### config.mk
export PLATFORM = sky130hd
export DESIGN_NAME = number_range_list_matcher_top
export DESIGN_NICKNAME = d
export VERILOG_FILES = /design/src/nrlm_pkg.sv /design/src/number_range_list_matcher_top.sv
export SDC_FILE = /design/constraint.sdc
export NUM_CORES = 1
export LEC_CHECK = 0
export ABC_AREA = 1
export BUFFER_PORTS_ARGS = -buffer_cell sky130_fd_sc_hd__buf_4
export CAP_MARGIN = 20
export CORE_ASPECT_RATIO = 2
export CORE_MARGIN = 2
export CORE_UTILIZATION = 60
export CTS_BUF_LIST = sky130_fd_sc_hd__clkbuf_16
export DETAILED_ROUTE_END_ITERATION = 16
export HOLD_SLACK_MARGIN = 0.1
export PLACE_DENSITY = 0.85
export SLEW_MARGIN = 20
export SYNTH_ARGS = -nofsm -noshare
export SYNTH_HDL_FRONTEND = slang
export SYNTH_SLANG_ARGS = --single-unit
### constraint.sdc
create_clock -name i_clk -period 4 [get_ports i_clk]
set_clock_uncertainty 0.2 [all_clocks]
set_input_delay 0.8 -clock i_clk [delete_from_list [all_inputs] [get_ports i_clk]]
set_output_delay 0.8 -clock i_clk [all_outputs]
set_load 0.05 [all_outputs]
### src/nrlm_pkg.sv
// Shared constants for the number range list matcher.
`timescale 1ns / 1ps

package nrlm_pkg;

    // Fixed field widths
    localparam int NUM_W      = 31;   // number_to_match register
    localparam int CHAR_W     = 8;
    localparam int STATUS_W   = 2;
    localparam int CFG_IDX_W  = 1;
    localparam int CFG_DATA_W = 31;

    // Defaults for the top-level parameters
    localparam int DEF_MAX_LEN    = 4096;
    localparam int DEF_VALUE_BITS = 31;

    // Configuration register indexes
    localparam logic [CFG_IDX_W-1:0] CFG_NUMBER    = 1'd0;
    localparam logic [CFG_IDX_W-1:0] CFG_SEPARATOR = 1'd1;

    // Result status codes
    localparam logic [STATUS_W-1:0] ST_MATCH   = 2'd0;
    localparam logic [STATUS_W-1:0] ST_NOMATCH = 2'd1;
    localparam logic [STATUS_W-1:0] ST_NOSPEC  = 2'd2;

    // Special bytes
    localparam logic [CHAR_W-1:0] CH_TERM  = 8'h00;
    localparam logic [CHAR_W-1:0] CH_DASH  = 8'h2D;
    localparam logic [CHAR_W-1:0] CH_COMMA = 8'h2C;
    localparam logic [CHAR_W-1:0] CH_ZERO  = 8'h30;
    localparam logic [CHAR_W-1:0] CH_NINE  = 8'h39;

endpackage

### src/number_range_list_matcher_top.sv
// Top level of the number range list matcher: byte parser, range check, result register.
`timescale 1ns / 1ps
//
// Usage
//   Input channel (i_in_valid / o_in_ready / i_char_byte) carries one byte of a
//   string per item; byte 0 ends the string. The string reads as
//   [range list][separator][rest]; the range list holds comma-separated
//   inclusive ranges "a", "a-b", "a-", "-b", checked against number_to_match.
//   Output channel (o_out_valid / i_out_ready) gives at most one result per
//   string: status (matched / not matched / no spec) and the offset where the
//   rest of the string begins. Bytes after the result, up to the terminator,
//   give nothing.
//   Configuration: write number_to_match (index 0) or separator_char (index 1)
//   with i_cfg_wr_en; only while no string is in flight.
// Timing
//   One item per cycle sustained while the output is not stalled. A result appears
//   in the output register in the cycle after the byte that causes it is accepted;
//   the parser state and the output register are the only pipeline depth.
// Reset and stall
//   Synchronous active-low reset clears the parser, the configuration registers
//   and the output valid. When the receiver stalls, the pending result holds and the
//   input stops taking bytes: ready is low whenever a result waits and is not
//   being drained, whatever the next byte would do.

module number_range_list_matcher_top #(
    parameter int MAX_LEN    = nrlm_pkg::DEF_MAX_LEN,
    parameter int VALUE_BITS = nrlm_pkg::DEF_VALUE_BITS,
    localparam int OFF_W     = $clog2(MAX_LEN + 1)
) (
    input  logic                         i_clk,
    input  logic                         i_rst_n,
    // configuration write port
    input  logic                         i_cfg_wr_en,
    input  logic [nrlm_pkg::CFG_IDX_W-1:0]  i_cfg_index,
    input  logic [nrlm_pkg::CFG_DATA_W-1:0] i_cfg_data,
    // byte input
    input  logic                         i_in_valid,
    output logic                         o_in_ready,
    input  logic [nrlm_pkg::CHAR_W-1:0]  i_char_byte,
    // result output
    output logic                         o_out_valid,
    input  logic                         i_out_ready,
    output logic [nrlm_pkg::STATUS_W-1:0] o_match_status,
    output logic [OFF_W-1:0]             o_rest_offset
);
    import nrlm_pkg::*;

    // Compare width covers both the register and the parsed bounds
    localparam int CW  = (NUM_W > VALUE_BITS) ? NUM_W : VALUE_BITS;
    localparam int AW  = VALUE_BITS + 4;  // room for acc * 10 + digit
    localparam logic [VALUE_BITS-1:0] VALUE_MAX = {VALUE_BITS{1'b1}};
    localparam logic [OFF_W-1:0]      MAX_POS   = OFF_W'(MAX_LEN);

    // Parse phases
    localparam logic [1:0] PH_START = 2'd0;
    localparam logic [1:0] PH_LOW   = 2'd1;
    localparam logic [1:0] PH_DASH  = 2'd2;
    localparam logic [1:0] PH_HIGH  = 2'd3;

    // Configuration
    logic [NUM_W-1:0]  r_number;
    logic [CHAR_W-1:0] r_separator;

    // Parser state
    logic [1:0]            r_phase,      n_phase;
    logic [VALUE_BITS-1:0] r_low,        n_low;
    logic                  r_low_seen,   n_low_seen;
    logic                  r_dash_seen,  n_dash_seen;
    logic [VALUE_BITS-1:0] r_high,       n_high;
    logic                  r_high_seen,  n_high_seen;
    logic                  r_any_match,  n_any_match;
    logic [OFF_W-1:0]      r_pos,        n_pos;
    logic                  r_result_given, n_result_given;

    // Output register
    logic                  r_out_valid;
    logic [STATUS_W-1:0]   r_status, n_status;
    logic [OFF_W-1:0]      r_offset, n_offset;
    logic                  emit;

    logic                  accept;
    logic                  is_digit;
    logic [3:0]            digit;
    logic [VALUE_BITS-1:0] acc_in, acc_out;
    logic [AW-1:0]         acc_wide;
    logic [CW-1:0]         num_x, low_x, high_x;
    logic                  hit, lone, any_now;
    logic [OFF_W-1:0]      pos_inc;
    logic [STATUS_W-1:0]   close_status;

    assign o_in_ready = !r_out_valid || i_out_ready;
    assign accept     = i_in_valid && o_in_ready;

    assign is_digit = (i_char_byte inside {[CH_ZERO:CH_NINE]});
    assign digit    = i_char_byte[3:0];

    // Decimal accumulate with saturation; the phase picks the bound being built,
    // which is zero while its first digit arrives, so one unit serves both bounds.
    assign acc_in   = (r_phase == PH_DASH || r_phase == PH_HIGH) ? r_high : r_low;
    assign acc_wide = (AW'(acc_in) << 3) + (AW'(acc_in) << 1) + AW'(digit);
    assign acc_out  = (acc_wide > AW'(VALUE_MAX)) ? VALUE_MAX : acc_wide[VALUE_BITS-1:0];

    // Close the current element: range check and lone-dash detection
    assign num_x  = CW'(r_number);
    assign low_x  = CW'(r_low);
    assign high_x = CW'(r_high);
    always_comb begin
        hit = 1'b0;
        if (r_low_seen || r_high_seen) begin
            if (!r_dash_seen) begin
                hit = (num_x == low_x);
            end else if (!r_high_seen) begin
                hit = (num_x >= low_x);
            end else if (!r_low_seen) begin
                hit = (num_x <= high_x);
            end else begin
                hit = (num_x >= low_x) && (num_x <= high_x);
            end
        end
    end
    assign lone    = !r_low_seen && !r_high_seen && r_dash_seen;
    assign any_now = r_any_match || hit;
    assign close_status = lone ? ST_NOSPEC : (any_now ? ST_MATCH : ST_NOMATCH);

    assign pos_inc = (r_pos == MAX_POS) ? r_pos : r_pos + 1'b1;

    // Per-byte state update
    always_comb begin
        n_phase        = r_phase;
        n_low          = r_low;
        n_low_seen     = r_low_seen;
        n_dash_seen    = r_dash_seen;
        n_high         = r_high;
        n_high_seen    = r_high_seen;
        n_any_match    = r_any_match;
        n_pos          = pos_inc;
        n_result_given = r_result_given;
        emit           = 1'b0;
        n_status       = ST_NOSPEC;
        n_offset       = '0;

        if (r_result_given) begin
            // swallow the tail; the terminator readies the next string
            if (i_char_byte == CH_TERM) begin
                n_pos          = '0;
                n_any_match    = 1'b0;
                n_result_given = 1'b0;
            end
        end else if (i_char_byte == CH_TERM) begin
            emit     = 1'b1;
            n_status = (r_separator != CH_TERM) ? ST_NOSPEC : close_status;
            n_offset = (n_status == ST_NOSPEC) ? '0 : r_pos;
            n_phase     = PH_START;
            n_low       = '0;
            n_low_seen  = 1'b0;
            n_dash_seen = 1'b0;
            n_high      = '0;
            n_high_seen = 1'b0;
            n_any_match = 1'b0;
            n_pos       = '0;
        end else if (i_char_byte == r_separator) begin
            emit     = 1'b1;
            n_status = close_status;
            n_offset = lone ? '0 : pos_inc;
            n_result_given = 1'b1;
            n_any_match = any_now;
            n_phase     = PH_START;
            n_low       = '0;
            n_low_seen  = 1'b0;
            n_dash_seen = 1'b0;
            n_high      = '0;
            n_high_seen = 1'b0;
        end else if (i_char_byte == CH_COMMA) begin
            // comma closes the element in every phase; a lone dash is an error
            n_phase     = PH_START;
            n_low       = '0;
            n_low_seen  = 1'b0;
            n_dash_seen = 1'b0;
            n_high      = '0;
            n_high_seen = 1'b0;
            n_any_match = any_now;
            if (lone) begin
                emit           = 1'b1;
                n_result_given = 1'b1;
            end
        end else if (is_digit) begin
            case (r_phase)
                PH_START, PH_LOW: begin
                    n_low      = acc_out;
                    n_low_seen = 1'b1;
                    n_phase    = PH_LOW;
                end
                PH_DASH, PH_HIGH: begin
                    n_high      = acc_out;
                    n_high_seen = 1'b1;
                    n_phase     = PH_HIGH;
                end
                default: begin
                    n_phase = PH_START;
                end
            endcase
        end else if (i_char_byte == CH_DASH &&
                     (r_phase == PH_START || r_phase == PH_LOW)) begin
            n_dash_seen = 1'b1;
            n_phase     = PH_DASH;
        end else begin
            // stray byte: report no spec at once and drop the element
            emit           = 1'b1;
            n_result_given = 1'b1;
            n_phase     = PH_START;
            n_low       = '0;
            n_low_seen  = 1'b0;
            n_dash_seen = 1'b0;
            n_high      = '0;
            n_high_seen = 1'b0;
        end
    end

    // Configuration registers
    always_ff @(posedge i_clk) begin
        if (!i_rst_n) begin
            r_number    <= '0;
            r_separator <= '0;
        end else if (i_cfg_wr_en) begin
            case (i_cfg_index)
                CFG_NUMBER:    r_number    <= i_cfg_data[NUM_W-1:0];
                CFG_SEPARATOR: r_separator <= i_cfg_data[CHAR_W-1:0];
                default: ;
            endcase
        end
    end

    // Parser state, advanced on every accepted byte
    always_ff @(posedge i_clk) begin
        if (!i_rst_n) begin
            r_phase        <= PH_START;
            r_low          <= '0;
            r_low_seen     <= 1'b0;
            r_dash_seen    <= 1'b0;
            r_high         <= '0;
            r_high_seen    <= 1'b0;
            r_any_match    <= 1'b0;
            r_pos          <= '0;
            r_result_given <= 1'b0;
        end else if (accept) begin
            r_phase        <= n_phase;
            r_low          <= n_low;
            r_low_seen     <= n_low_seen;
            r_dash_seen    <= n_dash_seen;
            r_high         <= n_high;
            r_high_seen    <= n_high_seen;
            r_any_match    <= n_any_match;
            r_pos          <= n_pos;
            r_result_given <= n_result_given;
        end
    end

    // Result register: load on emit, hold while stalled
    always_ff @(posedge i_clk) begin
        if (!i_rst_n) begin
            r_out_valid <= 1'b0;
        end else if (accept && emit) begin
            r_out_valid <= 1'b1;
        end else if (i_out_ready) begin
            r_out_valid <= 1'b0;
        end
    end

    always_ff @(posedge i_clk) begin
        if (accept && emit) begin
            r_status <= n_status;
            r_offset <= n_offset;
        end
    end

    assign o_out_valid    = r_out_valid;
    assign o_match_status = r_status;
    assign o_rest_offset  = r_offset;

    // A no-spec result never carries an offset
    a_nospec_offset: assert property (@(posedge i_clk) disable iff (!i_rst_n)
        (o_out_valid && o_match_status == ST_NOSPEC) |-> (o_rest_offset == '0))
        else $error("no-spec result with nonzero offset");

    // Offset never passes the maximum string length
    a_offset_range: assert property (@(posedge i_clk) disable iff (!i_rst_n)
        o_out_valid |-> (o_rest_offset <= MAX_POS))
        else $error("rest offset above maximum length");

    // Once the result is out, the element state stays cleared
    a_given_clear: assert property (@(posedge i_clk) disable iff (!i_rst_n)
        r_result_given |-> (r_phase == PH_START && !r_low_seen && !r_high_seen
                            && !r_dash_seen))
        else $error("element state live after result given");

    // A terminator readies the block for the next string
    a_term_reset: assert property (@(posedge i_clk) disable iff (!i_rst_n)
        (accept && i_char_byte == CH_TERM) |=> (r_pos == '0 && !r_result_given))
        else $error("terminator did not restart the string");

endmodule
# [After elaboration in Yosys (flattened, before gate mapping)]
# Index checks and enable logic that the tools add are counted.
# Widths: inputs -> output; s select.
[word_totals] output_inout_bits=17 elab_cells=134 input_bits=45 regBits=137
[classes] bitwise=2 n_lt_le_gt_ge=5 n_eq_ne=14 n_mux=67 reduce_logical=29 addsub=3
[op_table] op="$mux 31" count=13
[op_table] op="$mux 13" count=6
[op_table] op="$mux 1" count=38
[op_table] op="$add 34x32->35" count=1
[op_table] op="$add 35x4->35" count=1
[op_table] op="$gt 35x31->1 const B" count=1
[op_table] op="$eq 31x31->1" count=1
[op_table] op="$ge 31x31->1" count=1
[op_table] op="$le 31x31->1" count=1
[op_table] op="$mux 2" count=9
[op_table] op="$eq 8x6->1 const B" count=2
[op_table] op="$add 13x1->13 const B" count=1
[op_table] op="$eq 13x13->1 const B" count=1
[op_table] op="$ne 5x1->1 const B" count=2
[op_table] op="$eq 8x8->1" count=1
[op_table] op="$ge 8x6->1 const B" count=1
[op_table] op="$le 8x6->1 const B" count=1
[op_table] op="$logic_not 8->1" count=1
[op_table] op="$reduce_and 4->1" count=2
[op_table] op="$reduce_bool 8->1" count=1
[op_table] op="$logic_and 1x1->1" count=7
[op_table] op="$eq 2x2->1 const B" count=3
[op_table] op="$reduce_and 2->1" count=3
[op_table] op="$reduce_and 3->1" count=2
[op_table] op="12 further kinds" count=20

# [Depth between registers and ports, before layout]
# Gate-level depths: netlist of run 1.
[logic_depth] word_depth=13 mapped_depth=23 depth_no_buf=22

# [Worst setup path after synthesis of run 1]
# OpenSTA, ideal clock, no wires.
[synth_path] kind="register to register" from="register r_phase[1]" to="register r_low[30] (netlist: low_x[30])" t_arrival_ns=3.010 t_required_ns=3.672 stages_incl_launch_ff=22 synth_period_minus_slack_ns=3.339 path_buffers=3 setup_ns=0.128 slack_ns=0.661 path_cell_list="dfxtp_1 > buf_2 > clkbuf_1 > o21ai_0 > fa_1 > inv_1 > ha_1 > nand3_1 > nand3_2 > nand2_1 > nand2_1 > nand2_1 > nand2_2 > nand2_1 > nand2_1 > nand2_1 > nand2_1 > nor2_4 > buf_6 > nand3_2 > nand2_1 > a21oi_1"
[synth_between] elab_chain_len=12 word_cells_on_any_way=21 cone_classes="add/sub (2); order compare (1); eq/ne (5); mux (7); reduce/logical (6)"
[synth_lines] element="start, declared" line="number_range_list_matcher_top.sv:65" source="logic [1:0] r_phase, n_phase;"
[synth_lines] element="start signal, assigned" line="number_range_list_matcher_top.sv:246" source="r_phase <= n_phase;"
[synth_lines] element="$eq 2x2->1" line="number_range_list_matcher_top.sv:99" source="assign acc_in = (r_phase == PH_DASH || r_phase == PH_HIGH) ? r_high : r_low;"
[synth_lines] element="$logic_or 1x1->1" line="number_range_list_matcher_top.sv:99"
[synth_lines] element="$mux 31" line="number_range_list_matcher_top.sv:99"
[synth_lines] element="$add 34x32->35" line="number_range_list_matcher_top.sv:100" source="assign acc_wide = (AW'(acc_in) << 3) + (AW'(acc_in) << 1) + AW'(digit);"
[synth_lines] element="$add 35x4->35" line="number_range_list_matcher_top.sv:100"
[synth_lines] element="$gt 35x31->1" line="number_range_list_matcher_top.sv:101" source="assign acc_out = (acc_wide > AW'(VALUE_MAX)) ? VALUE_MAX : acc_wide[VALUE_BITS-1:0];"
[synth_lines] element="$mux 31" line="number_range_list_matcher_top.sv:101"
[synth_lines] element="$mux 31" line="number_range_list_matcher_top.sv:187" source="case (r_phase)"
[synth_lines] element="$mux 31" line="number_range_list_matcher_top.sv:186" source="end else if (is_digit) begin"
[synth_lines] element="$mux 31" line="number_range_list_matcher_top.sv:173" source="end else if (i_char_byte == CH_COMMA) begin"
[synth_lines] element="$mux 31" line="number_range_list_matcher_top.sv:161" source="end else if (i_char_byte == r_separator) begin"
[synth_lines] element="$mux 31" line="number_range_list_matcher_top.sv:149" source="end else if (i_char_byte == CH_TERM) begin"
[synth_lines] element="end signal, assigned" line="number_range_list_matcher_top.sv:247" source="r_low <= n_low;"
[synth_lines] element="end, declared" line="number_range_list_matcher_top.sv:66" source="logic [VALUE_BITS-1:0] r_low, n_low;"
# Parallel ways exist; a longest one is shown, timed or not. The select of a mux whose other input is x is not followed.
# A chain may end at the register's enable or synchronous reset.

# [Final worst setup path of run 1]
[layout_path] from="register r_phase[1]" to="register r_high[2] (netlist: high_x[2])"
[layout_between] elab_chain_len=12 word_cells_on_any_way=21 cone_classes="add/sub (2); order compare (1); eq/ne (5); mux (7); reduce/logical (6)"
[layout_lines] element="$eq 2x2->1" line="number_range_list_matcher_top.sv:99, number_range_list_matcher_top.sv:187"
[layout_lines] element="$logic_or 1x1->1" line="number_range_list_matcher_top.sv:99"
[layout_lines] element="$mux 31" line="number_range_list_matcher_top.sv:99"
[layout_lines] element="$add 34x32->35" line="number_range_list_matcher_top.sv:100"
[layout_lines] element="$add 35x4->35" line="number_range_list_matcher_top.sv:100"
[layout_lines] element="$gt 35x31->1" line="number_range_list_matcher_top.sv:101"
[layout_lines] element="$mux 31" line="number_range_list_matcher_top.sv:101"
[layout_lines] element="$mux 31" line="number_range_list_matcher_top.sv:187"
[layout_lines] element="$mux 31" line="number_range_list_matcher_top.sv:186"
[layout_lines] element="$mux 31" line="number_range_list_matcher_top.sv:173"
[layout_lines] element="$mux 31" line="number_range_list_matcher_top.sv:161"
[layout_lines] element="$mux 31" line="number_range_list_matcher_top.sv:149"
[layout_lines] element="end signal, assigned" line="number_range_list_matcher_top.sv:250" source="r_high <= n_high;"
[layout_lines] element="end, declared" line="number_range_list_matcher_top.sv:69" source="logic [VALUE_BITS-1:0] r_high, n_high;"
# Parallel ways exist; a longest one is shown, timed or not. The select of a mux whose other input is x is not followed.

==> impl_metrics.py, run 1 <==
metrics = {
    "grt": {
        "grt_pass1_wl_um": 49870,
        "grt_max_degree": 68,
        "grt_overflow_total": 0,
        "antenna_found_initial": 0,
        "grt_pass1_vias": 10860,
        "track_usage_pct": 33.46,
    },
    "logic_synthesis": {
        "ys_ff_latch": 136,
        "ys_warn_count": 0,
        "syn_inst": 1586,
        "mappedNetlistArea_mm2": 0.01048,
        "synth_edf_count": 15,
        "ys.flop_type": "dfxtp_1",
        "async_flop_share_pct": 0,
        "seq_area_frac_synth_pct": 27.42,
        "synthesis.nets": 1758,
        "syn_avg_cell_area_um2": 6.605,
        "synth.distinct_cells": 44,
    },
    "finish": {
        "n_antenna_cell": 0,
        "layout_commonest_cell": "nand2_1",
        "drive_above_1_share_pct": 10.55,
        "final_cell_mix": "nand2_1 (438), inv_1 (195), nor2_1 (168), a21oi_1 (157), ha_1 (125)",
        "nNetsFinal": 1808,
        "synthToLayoutAreaGrowth_pct": 11.94,
    },
    "placed_design": {
        "io_buffers": 61,
        "routabilityCongestion": 0.9569,
        "post-place-ws_ns": 0.1163,
        "post-dp-hpwl_um": 24140,
    },
    "cts": {
        "clockRootBuffer": "clkbuf_16",
        "insertion_delay_ns": 0.43,
        "numCtsBuffers": 17,
        "clk_pin_slew_worst_paths_ns": 0.06,
        "cts_tree": "yes",
        "h-tree-depth": 4,
        "clock-sinks": 136,
        "cts.path.max_buffers": 2,
        "hold_buffers": 0,
    },
    "route": {
        "route.met2.wl_um": 16530,
        "drtAntennaViolNets": 0,
        "wl_met3_um": 1380,
        "drc": 0,
        "drt_iter0_drc": 721,
        "routedWlPerCell_um": 16.87,
        "top_layer_used": "met4",
        "routed_wl_um": 31360,
        "vias_per_cell": 5.769,
        "dr.pass1.iters": 6,
        "dr_total_vias": 10730,
        "met1_length_um": 10820,
    },
    "run_status": {
        "status": "completed",
    },
    "floorplan": {
        "core.rowCount": 68,
        "die_w_um": 97.44,
        "pin_count": 62,
        "core_mm2": 0.01719,
        "die_area_mm2": 0.01860,
        "dieHeight_um": 190.9,
        "initial_utilization_pct": 60.96,
    },
    "flow_run": {
        "maxCapViolCount": 0,
    },
    "timing": {
        "drv_slew": 0,
        "fmax_ghz": 0.2623,
        "postLayoutSetupSlackWorst_ns": 0.1882,
        "rsz0062_at_grt": "no",
        "min_period_over_period_pct": 95.30,
        "final-hold-violation-count": 0,
        "min_period_ns": 3.812,
        "slew_headroom_pct": 25.31,
        "setup_viol": 0,
        "fin_setup_tns_ns": 0,
        "worstMarginPinSlew_ns": 1.120,
    },
    "setup_path": {
        "worstSetupPathType": "reg -> reg",
        "crit_required_ns": 4.06,
        "cp-end-kind": "flip-flop",
        "cp_data_arrival_time_ns": 3.87,
        "critPathMaxFanout": 43,
        "cp-start-kind": "flip-flop",
    },
    "power": {
        "power.density_mw_per_mm2": 338.0,
        "p_leak_uw": 0.005640,
        "max-vdd-ir-drop_mv": 0.3371,
    },
    "min_path": {
        "hp-class": "reg -> reg",
    },
}
## path summary, 6_finish.rpt
kind                       endpoint  slack [ns]               startpoint  cells after the start
max          high_x[2]$_SDFFE_PN0P_        0.19  r_phase[1]$_SDFFE_PN0P_                     15
min          low_x[25]$_SDFFE_PN0P_        0.27   low_x[25]$_SDFFE_PN0P_                      2
max reg2reg  high_x[2]$_SDFFE_PN0P_        0.19  r_phase[1]$_SDFFE_PN0P_                     15
min reg2reg  low_x[25]$_SDFFE_PN0P_        0.27   low_x[25]$_SDFFE_PN0P_                      2
## where the power goes
group | internal (µW) | switching, µW
registers | 1440 | 53.6
clock network | 905 | 634
logic | 341 | 590
## state kept, by name, summed over array words and instances (netlist names), 2 cells and up
signal          flops
high_x             31
low_x              31
num_x              31
o_match_status      2
o_rest_offset      13
r_pos              13
r_separator         8
## critical path, cell delays in order (launching register included)
cell      delay (ns)
dfxtp_2         0.38
buf_12          0.19
o21ai_0         0.36
ha_1            0.31
ha_1            0.35
a21oi_1         0.31
o21bai_1        0.17
a21boi_2        0.20
nor2_1          0.06
nor2_1          0.22
nand2_1         0.14
nor2_4          0.21
buf_12          0.21
nand3_2         0.11
nand2_1         0.10
a21oi_1         0.08
## synth_stat cells (2+ instances only)
cell,n,area [µm²]
o21bai_1,5,37.54
a22oi_1,2,15.01
buf_6,6,67.56
xor2_1,2,17.52
fa_1,2,40.04
nor2_2,5,31.28
a21o_1,3,22.52
xnor2_1,22,192.7
nor3_1,21,105.1
nand3_1,39,195.2
o21a_1,5,37.54
inv_2,10,37.54
nand3_2,32,320.3
a21oi_1,157,785.8
nor4_1,5,31.28
nand2_1,438,1644
buf_1,6,22.52
dfxtp_1,121,2422
or2_2,2,12.51
ha_1,125,1564
a31oi_1,2,12.51
o211ai_1,2,15.01
nand2_2,5,31.28
nor2_4,2,22.52
clkbuf_1,26,97.59
o21ai_0,118,590.6
edfxtp_1,15,450.4
nand3b_1,4,30.03
inv_1,196,735.7
buf_2,12,60.06
nor2_1,168,630.6
a211oi_1,4,30.03
nand4_1,13,81.33
## what timing repair did
| item | CTS | global route |
|---|---|---|
| setup buffers | 0 | 0 |
| gates resized for setup | 0 | 6 |
| endpoints found under the setup margin | 0 | 60 |
## routing by layer
metal  GRT usage [%]  vias up
met3           3.702      185
li1                -     5239
met4           26.28        0
met1           31.11     4865
met2           64.51      436
met5               0        -
## area by class of cell
type,instances,area [µm²]
Tap cell,210,262.8
Timing Repair Buffer,82,678.2
Sequential cell,136,2874
Multi-Input combinational cell,1192,6575
Clock inverter,15,135.1
Fill cell,1509,5459
Clock buffer,17,425.4
Inverter,207,777.0
## kinds of logic (layout without fill, tap and decap cells)
kind of cell    after synthesis  in the layout  synth area share [%]
flops                       136            136                 27.42
buf+inv                     258            321                 9.853
compound gates              303            303                 15.17
fa+ha+maj                   127            127                 15.31
simple gates                738            738                 30.24
xor+xnor                     24             24                 2.006
## through the flow
step | std cells | instance area (µm²) | power, µW | hold slack [ns] | util (%)
2_1_floorplan | 1586 | 10480 | 2162 | 0.2437 | -
3_3_place_gp | 1827 | 11160 | 2403 | 0.2523 | 64.95
3_5_place_dp | 1827 | 11160 | 2428 | 0.2558 | 64.95
4_1_cts | 1859 | 11720 | 3939 | 0.2675 | 68.21
5_1_grt | 1859 | 11730 | 4101 | 0.2872 | 68.24
6_report | 1859 | 11730 | 3964 | 0.2681 | 68.24
Power figures use the tool's default switching activity.
==> run 2, diff against run 1 <==
- BUFFER_PORTS_ARGS: -buffer_cell sky130_fd_sc_hd__buf_4 -> not set
- DONT_BUFFER_PORTS: not set -> 1
- PLACE_DENSITY: 0.85 -> 0.82
==> run 2 against run 1 <==
Die area unchanged; hold slack got worse by 0.0036 ns; power decreased by 3.1%; fmax decreased by 1.1%; critical path depth unchanged; clock power decreased by 5%; critical endpoint is now high_x[24]$_SDFFE_PN0P_; largest cell class unchanged; highest routed layer unchanged.
==> impl_metrics.py, run 2 (synthesis gave the netlist of run 1 again) <==
metrics = {
    "finish": {
        "synthToLayoutAreaGrowth_pct": 7.692,
        "layout_commonest_cell": "nand2_1",
        "final_cell_mix": "nand2_1 (438), inv_1 (197), nor2_1 (167), a21oi_1 (157), ha_1 (125)",
        "nNetsFinal": 1752,
        "drive_above_1_share_pct": 7.407,
        "n_antenna_cell": 0,
        "fin_util_pct": 65.65,
        "fin_cells": 1803,
    },
    "min_path": {
        "hp-class": "reg -> reg",
        "hold_depth": 2,
        "min_from": "low_x[20]$_SDFFE_PN0P_",
    },
    "setup_path": {
        "cp-startpoint": "r_phase[1]$_SDFFE_PN0P_",
        "worstSetupPathType": "reg -> reg",
        "cp.depth": 15,
        "critPathMaxFanout": 51,
        "r2r-start": "r_phase[1]$_SDFFE_PN0P_",
        "critPathBufInv": 2,
        "ff2ff_path_depth": 15,
        "crit_required_ns": 4.07,
        "cp-end-kind": "flip-flop",
        "slowest_delay_ns": 0.38,
        "slowest_stage": "o21ai_0",
        "cp-start-kind": "flip-flop",
        "cp_data_arrival_time_ns": 3.92,
        "path_cells": "buf_12 -> o21ai_0 -> ha_1 -> ha_1 -> a21oi_1 -> o21bai_1 -> a21boi_2 -> nor2_1 -> nor2_1 -> nand2_1 -> nor2_4 -> buf_6 -> nand3_2 -> nand2_1 -> a21oi_1",
        "cpLargestDelayFamily": "compound AO/OA/AOI/OAI gates",
    },
    "route": {
        "vias_per_cell": 5.722,
        "drtAntennaViolNets": 0,
        "dr.pass1.iters": 5,
        "routedWlPerCell_um": 17.38,
        "dr_total_vias": 10320,
        "drt_iter0_drc": 795,
        "routed_wl_um": 31340,
        "drc": 0,
    },
    "power": {
        "p_seq_share_pct": 39.6,
        "max-vdd-ir-drop_mv": 0.3055,
        "swShare_pct": 32.58,
        "pwr-share-clk_pct": 38.3,
        "p_switching_uw": 1252,
        "p_leak_uw": 0.005369,
        "combPwrFrac_pct": 22.1,
        "power.density_mw_per_mm2": 340.5,
        "internal_power_uw": 2590,
        "total_power_uw": 3842,
    },
    "floorplan": {
        "dieHeight_um": 190.9,
        "die_area_mm2": 0.01860,
        "initial_utilization_pct": 60.96,
        "pin_count": 62,
        "core.rowCount": 68,
        "die_w_um": 97.44,
        "core_mm2": 0.01719,
    },
    "placed_design": {
        "post-dp-hpwl_um": 24760,
        "io_buffers": 0,
        "placed_cells": 1769,
        "routabilityCongestion": 0.9989,
    },
    "grt": {
        "antenna_found_initial": 0,
        "track_usage_pct": 34.05,
        "grt_max_degree": 69,
        "grt_pass1_wl_um": 49990,
        "grt_overflow_total": 0,
        "grt_pass1_vias": 10210,
    },
    "timing": {
        "final-hold-violation-count": 0,
        "min_period_over_period_pct": 96.36,
        "worstMarginPinSlew_ns": 1.030,
        "fmax_ghz": 0.2594,
        "setup_viol": 0,
        "slew_headroom_pct": 31.33,
        "drv_slew": 0,
        "min_period_ns": 3.855,
    },
    "cts": {
        "insertion_delay_ns": 0.44,
        "clk_pin_slew_worst_paths_ns": 0.06,
        "numCtsBuffers": 17,
        "h-tree-depth": 4,
        "cts_tree": "yes",
        "clock-sinks": 136,
        "clockRootBuffer": "clkbuf_16",
        "cts.path.max_buffers": 2,
    },
    "run_status": {
        "status": "completed",
    },
    "flow_run": {
        "maxCapViolCount": 0,
    },
}
==> run 2: metal layers <==
layer | global-route usage, % | vias to the layer above | share of wire, %
li1 | - | 5133 | -
met1 | 32.04 | 4714 | 35
met2 | 66.26 | 352 | 54
met3 | 4.692 | 117 | 4.5
met4 | 23.24 | 0 | 7.1
met5 | 0 | - | 0
==> run 2: final timing paths <==
kind | endpoint | slack (ns)
min reg2reg | low_x[20]$_SDFFE_PN0P_ | 0.26
min | low_x[20]$_SDFFE_PN0P_ | 0.26
max | high_x[24]$_SDFFE_PN0P_ | 0.15
max reg2reg | high_x[24]$_SDFFE_PN0P_ | 0.15
==> run 2: power by group through the flow <==
stage | Sequential, µW | Combinational, µW | Clock (µW)
after CTS | 1520 | 835 | 1460
after global placement | 1550 | 808 | 0
after detailed placement | 1550 | 828 | 0
after floorplan | 1530 | 631 | 0
final | 1520 | 849 | 1470
after global routing | 1530 | 944 | 1520
==> run 2: tightest hold or removal path: cells and delay by family, from the launching register on <==
kind | cells | cell delay [ns]
AO/OA/AOI/OAI | 1 | 0.05
flip-flops | 1 | 0.31
AND/OR/NAND/NOR | 1 | 0.06
==> run 2: layout make-up <==
class                   count  area, µm²
multi-input cells        1192       6574
repair buffers             26      256.5
well taps                 210      262.8
flip-flops and latches    136       2874
fillers                  1580       5904
clock inverters            15      112.6
inverters                 207      777.0
clock buffers              17      425.4
==> run 2: what timing repair did <==
action                                  in CTS  in global routing
buffers inserted                             0                  1
hold buffers                                 0                  0
resized for setup                            0                  4
endpoints found under the setup margin       0                 44
hold endpoints to repair                     0                  0
==> run 2: through the flow <==
step	cell area (µm²)	hold slack, ns	worst slack (ns)	setup TNS, ns
6_report	11280	0.2644	0.1455	0
2_1_floorplan	10480	0.2437	0.6612	0
4_1_cts	11260	0.2656	0.1675	0
3_5_place_dp	10720	0.2559	0.1787	0
5_1_grt	11280	0.2862	-0.002603	-0.002603
3_3_place_gp	10720	0.2525	0.1795	0
==> run 3, diff against run 2 <==
- BUFFER_PORTS_ARGS: not set -> -buffer_cell sky130_fd_sc_hd__buf_4
- CORE_ASPECT_RATIO: 2 -> not set
- DONT_BUFFER_PORTS: 1 -> not set
- GPL_TIMING_DRIVEN: not set -> 0
- PLACE_DENSITY: 0.82 -> 0.85
==> run 3 against run 2 <==
Power is 5.7% higher; via count is 5.0% higher; largest cell class unchanged; register-to-register slack hardly changed.
==> impl_metrics.py, run 3 (synthesis gave the netlist of run 1 again) <==
metrics = {
    "min_path": {
        "hp-class": "reg -> reg",
    },
    "cts": {
        "numCtsBuffers": 17,
        "clock-sinks": 136,
        "cts.path.max_buffers": 2,
        "clockRootBuffer": "clkbuf_16",
        "insertion_delay_ns": 0.43,
        "clk_pin_slew_worst_paths_ns": 0.06,
        "cts_tree": "yes",
        "h-tree-depth": 4,
    },
    "run_status": {
        "status": "completed",
    },
    "grt": {
        "grt_pass1_wl_um": 48740,
        "grt_overflow_total": 0,
        "grt_pass1_vias": 10330,
        "grt_max_degree": 17,
        "antenna_found_initial": 0,
        "track_usage_pct": 33.00,
    },
    "finish": {
        "fillers": 1428,
        "nNetsFinal": 1840,
        "drive_above_1_share_pct": 10.95,
        "synthToLayoutAreaGrowth_pct": 13.64,
        "design_area_mm2": 0.01191,
        "final_cell_mix": "nand2_1 (437), inv_1 (196), nor2_1 (168), a21oi_1 (157), ha_1 (125)",
        "layout_commonest_cell": "nand2_1",
        "n_antenna_cell": 0,
        "multi_input_area_mm2": 0.006589,
        "regArea_mm2": 0.002873,
        "fin_util_pct": 69.31,
    },
    "timing": {
        "drv_slew": 0,
        "min_period_ns": 3.847,
        "postLayoutSetupSlackWorst_ns": 0.1526,
        "fmax_ghz": 0.2599,
        "min_period_over_period_pct": 96.18,
        "worstMarginPinSlew_ns": 0.5875,
        "rsz0062_at_grt": "yes",
        "setup_viol": 0,
        "final-hold-violation-count": 0,
        "slew_headroom_pct": 60.42,
        "fin_setup_tns_ns": 0,
    },
    "floorplan": {
        "core_mm2": 0.01718,
        "die_w_um": 136.1,
        "initial_utilization_pct": 60.99,
        "die_area_mm2": 0.01853,
        "pin_count": 62,
        "core.rowCount": 48,
        "dieHeight_um": 136.1,
    },
    "setup_path": {
        "r2r-start": "r_phase[1]$_SDFFE_PN0P_",
        "r2r-end": "low_x[6]$_SDFFE_PN0P_",
        "cp-end-kind": "flip-flop",
        "critPathMaxFanout": 10,
        "worstSetupPathType": "reg -> reg",
        "cp_data_arrival_time_ns": 3.95,
        "crit_required_ns": 4.10,
        "cp-start-kind": "flip-flop",
        "cp-startpoint": "r_phase[1]$_SDFFE_PN0P_",
        "crit_end": "low_x[6]$_SDFFE_PN0P_",
        "reg2reg_setup_slack_ns": 0.15,
        "ff2ff_path_depth": 19,
    },
    "placed_design": {
        "post-place-ws_ns": -0.2489,
        "dpl_cell_area_mm2": 0.01122,
        "io_buffers": 61,
        "post-dp-hpwl_um": 23350,
        "routabilityCongestion": 1.012,
    },
    "route": {
        "routed_wl_um": 30450,
        "dr_total_vias": 10830,
        "drt_iter0_drc": 951,
        "dr.pass1.iters": 5,
        "drtAntennaViolNets": 0,
        "vias_per_cell": 5.680,
        "routedWlPerCell_um": 15.97,
        "drc": 0,
    },
    "power": {
        "power.density_mw_per_mm2": 341.2,
        "p_leak_uw": 0.005722,
        "max-vdd-ir-drop_mv": 0.2896,
    },
    "flow_run": {
        "maxCapViolCount": 0,
    },
}
-- run 3: changes by cell type in the layout (fill, tap and decap cells not counted), sizes merged --
cell / change
buf: +59
bufinv: +1
inv: +5
clkinvlp: -1
clkbuf: +29
clkinv: -5
-- run 3: area by class of cell --
cell class	instances	area share, %
Multi-Input combinational cell	1192	55.34
Sequential cell	136	24.13
Inverter	207	6.527
Timing Repair Buffer	63	4.225
Clock buffer	17	3.573
Buffer	51	2.470
Tap cell	225	2.365
Clock inverter	15	1.366
-- run 3: critical path: stages (launching register included) --
cell     delay, ns
dfxtp_1       0.36
buf_4         0.20
inv_1         0.08
or2_2         0.29
o21ai_2       0.12
fa_1          0.49
fa_1          0.47
inv_1         0.10
nand2_1       0.06
nand3_1       0.14
nand2_1       0.09
nand2_2       0.15
nand2_1       0.09
nand3_1       0.08
nand2_1       0.08
nor2_4        0.21
buf_8         0.21
nand3_2       0.12
nand2_1       0.09
a21oi_1       0.07
-- run 3: worst min path at each step --
| stage | start | end | cells after the start |
|---|---|---|---|
| 3_5_place_dp | low_x[23]$_SDFFE_PN0P_ | low_x[23]$_SDFFE_PN0P_ | 2 |
| 2_1_floorplan | low_x[19]$_SDFFE_PN0P_ | low_x[19]$_SDFFE_PN0P_ | 2 |
| 3_3_place_gp | low_x[29]$_SDFFE_PN0P_ | low_x[29]$_SDFFE_PN0P_ | 2 |
| 6_report | low_x[28]$_SDFFE_PN0P_ | low_x[28]$_SDFFE_PN0P_ | 2 |
| 5_1_grt | low_x[19]$_SDFFE_PN0P_ | low_x[19]$_SDFFE_PN0P_ | 2 |
| 4_1_cts | low_x[23]$_SDFFE_PN0P_ | low_x[23]$_SDFFE_PN0P_ | 2 |
-- run 3: report_power, final --
part / total (µW) / switching [µW] / internal, µW
combinational: 982 / 621 / 361
sequential: 1490 / 54.0 / 1440
clock: 1590 / 657 / 930
-- run 3: timing repair --
action	4_1_cts	5_1_grt
cloned	0	1
hold endpoints to repair	0	0
pin swaps	0	2
setup buffers	0	1
endpoints found under the setup margin	62	62
hold buffers	0	0
resized for setup	6	26
-- run 3: metal layers --
| metal | vias to the layer above | routed length [µm] | global-route usage, % |
|---|---|---|---|
| met5 | - | 0 | 0 |
| met4 | 0 | 1307 | 16.15 |
| met3 | 95 | 2323 | 4.735 |
| met2 | 516 | 14070 | 55.92 |
| met1 | 4905 | 12750 | 40.99 |
| li1 | 5311 | - | - |
-- run 3: metrics by stage --
| step | hold WS, ns | total power (µW) | std cells |
|---|---|---|---|
| 2_1_floorplan | 0.2437 | 2162 | 1586 |
| 3_3_place_gp | 0.2528 | 2407 | 1872 |
| 3_5_place_dp | 0.2558 | 2431 | 1872 |
| 4_1_cts | 0.2653 | 3999 | 1904 |
| 5_1_grt | 0.2808 | 4208 | 1906 |
| 6_report | 0.2637 | 4062 | 1906 |
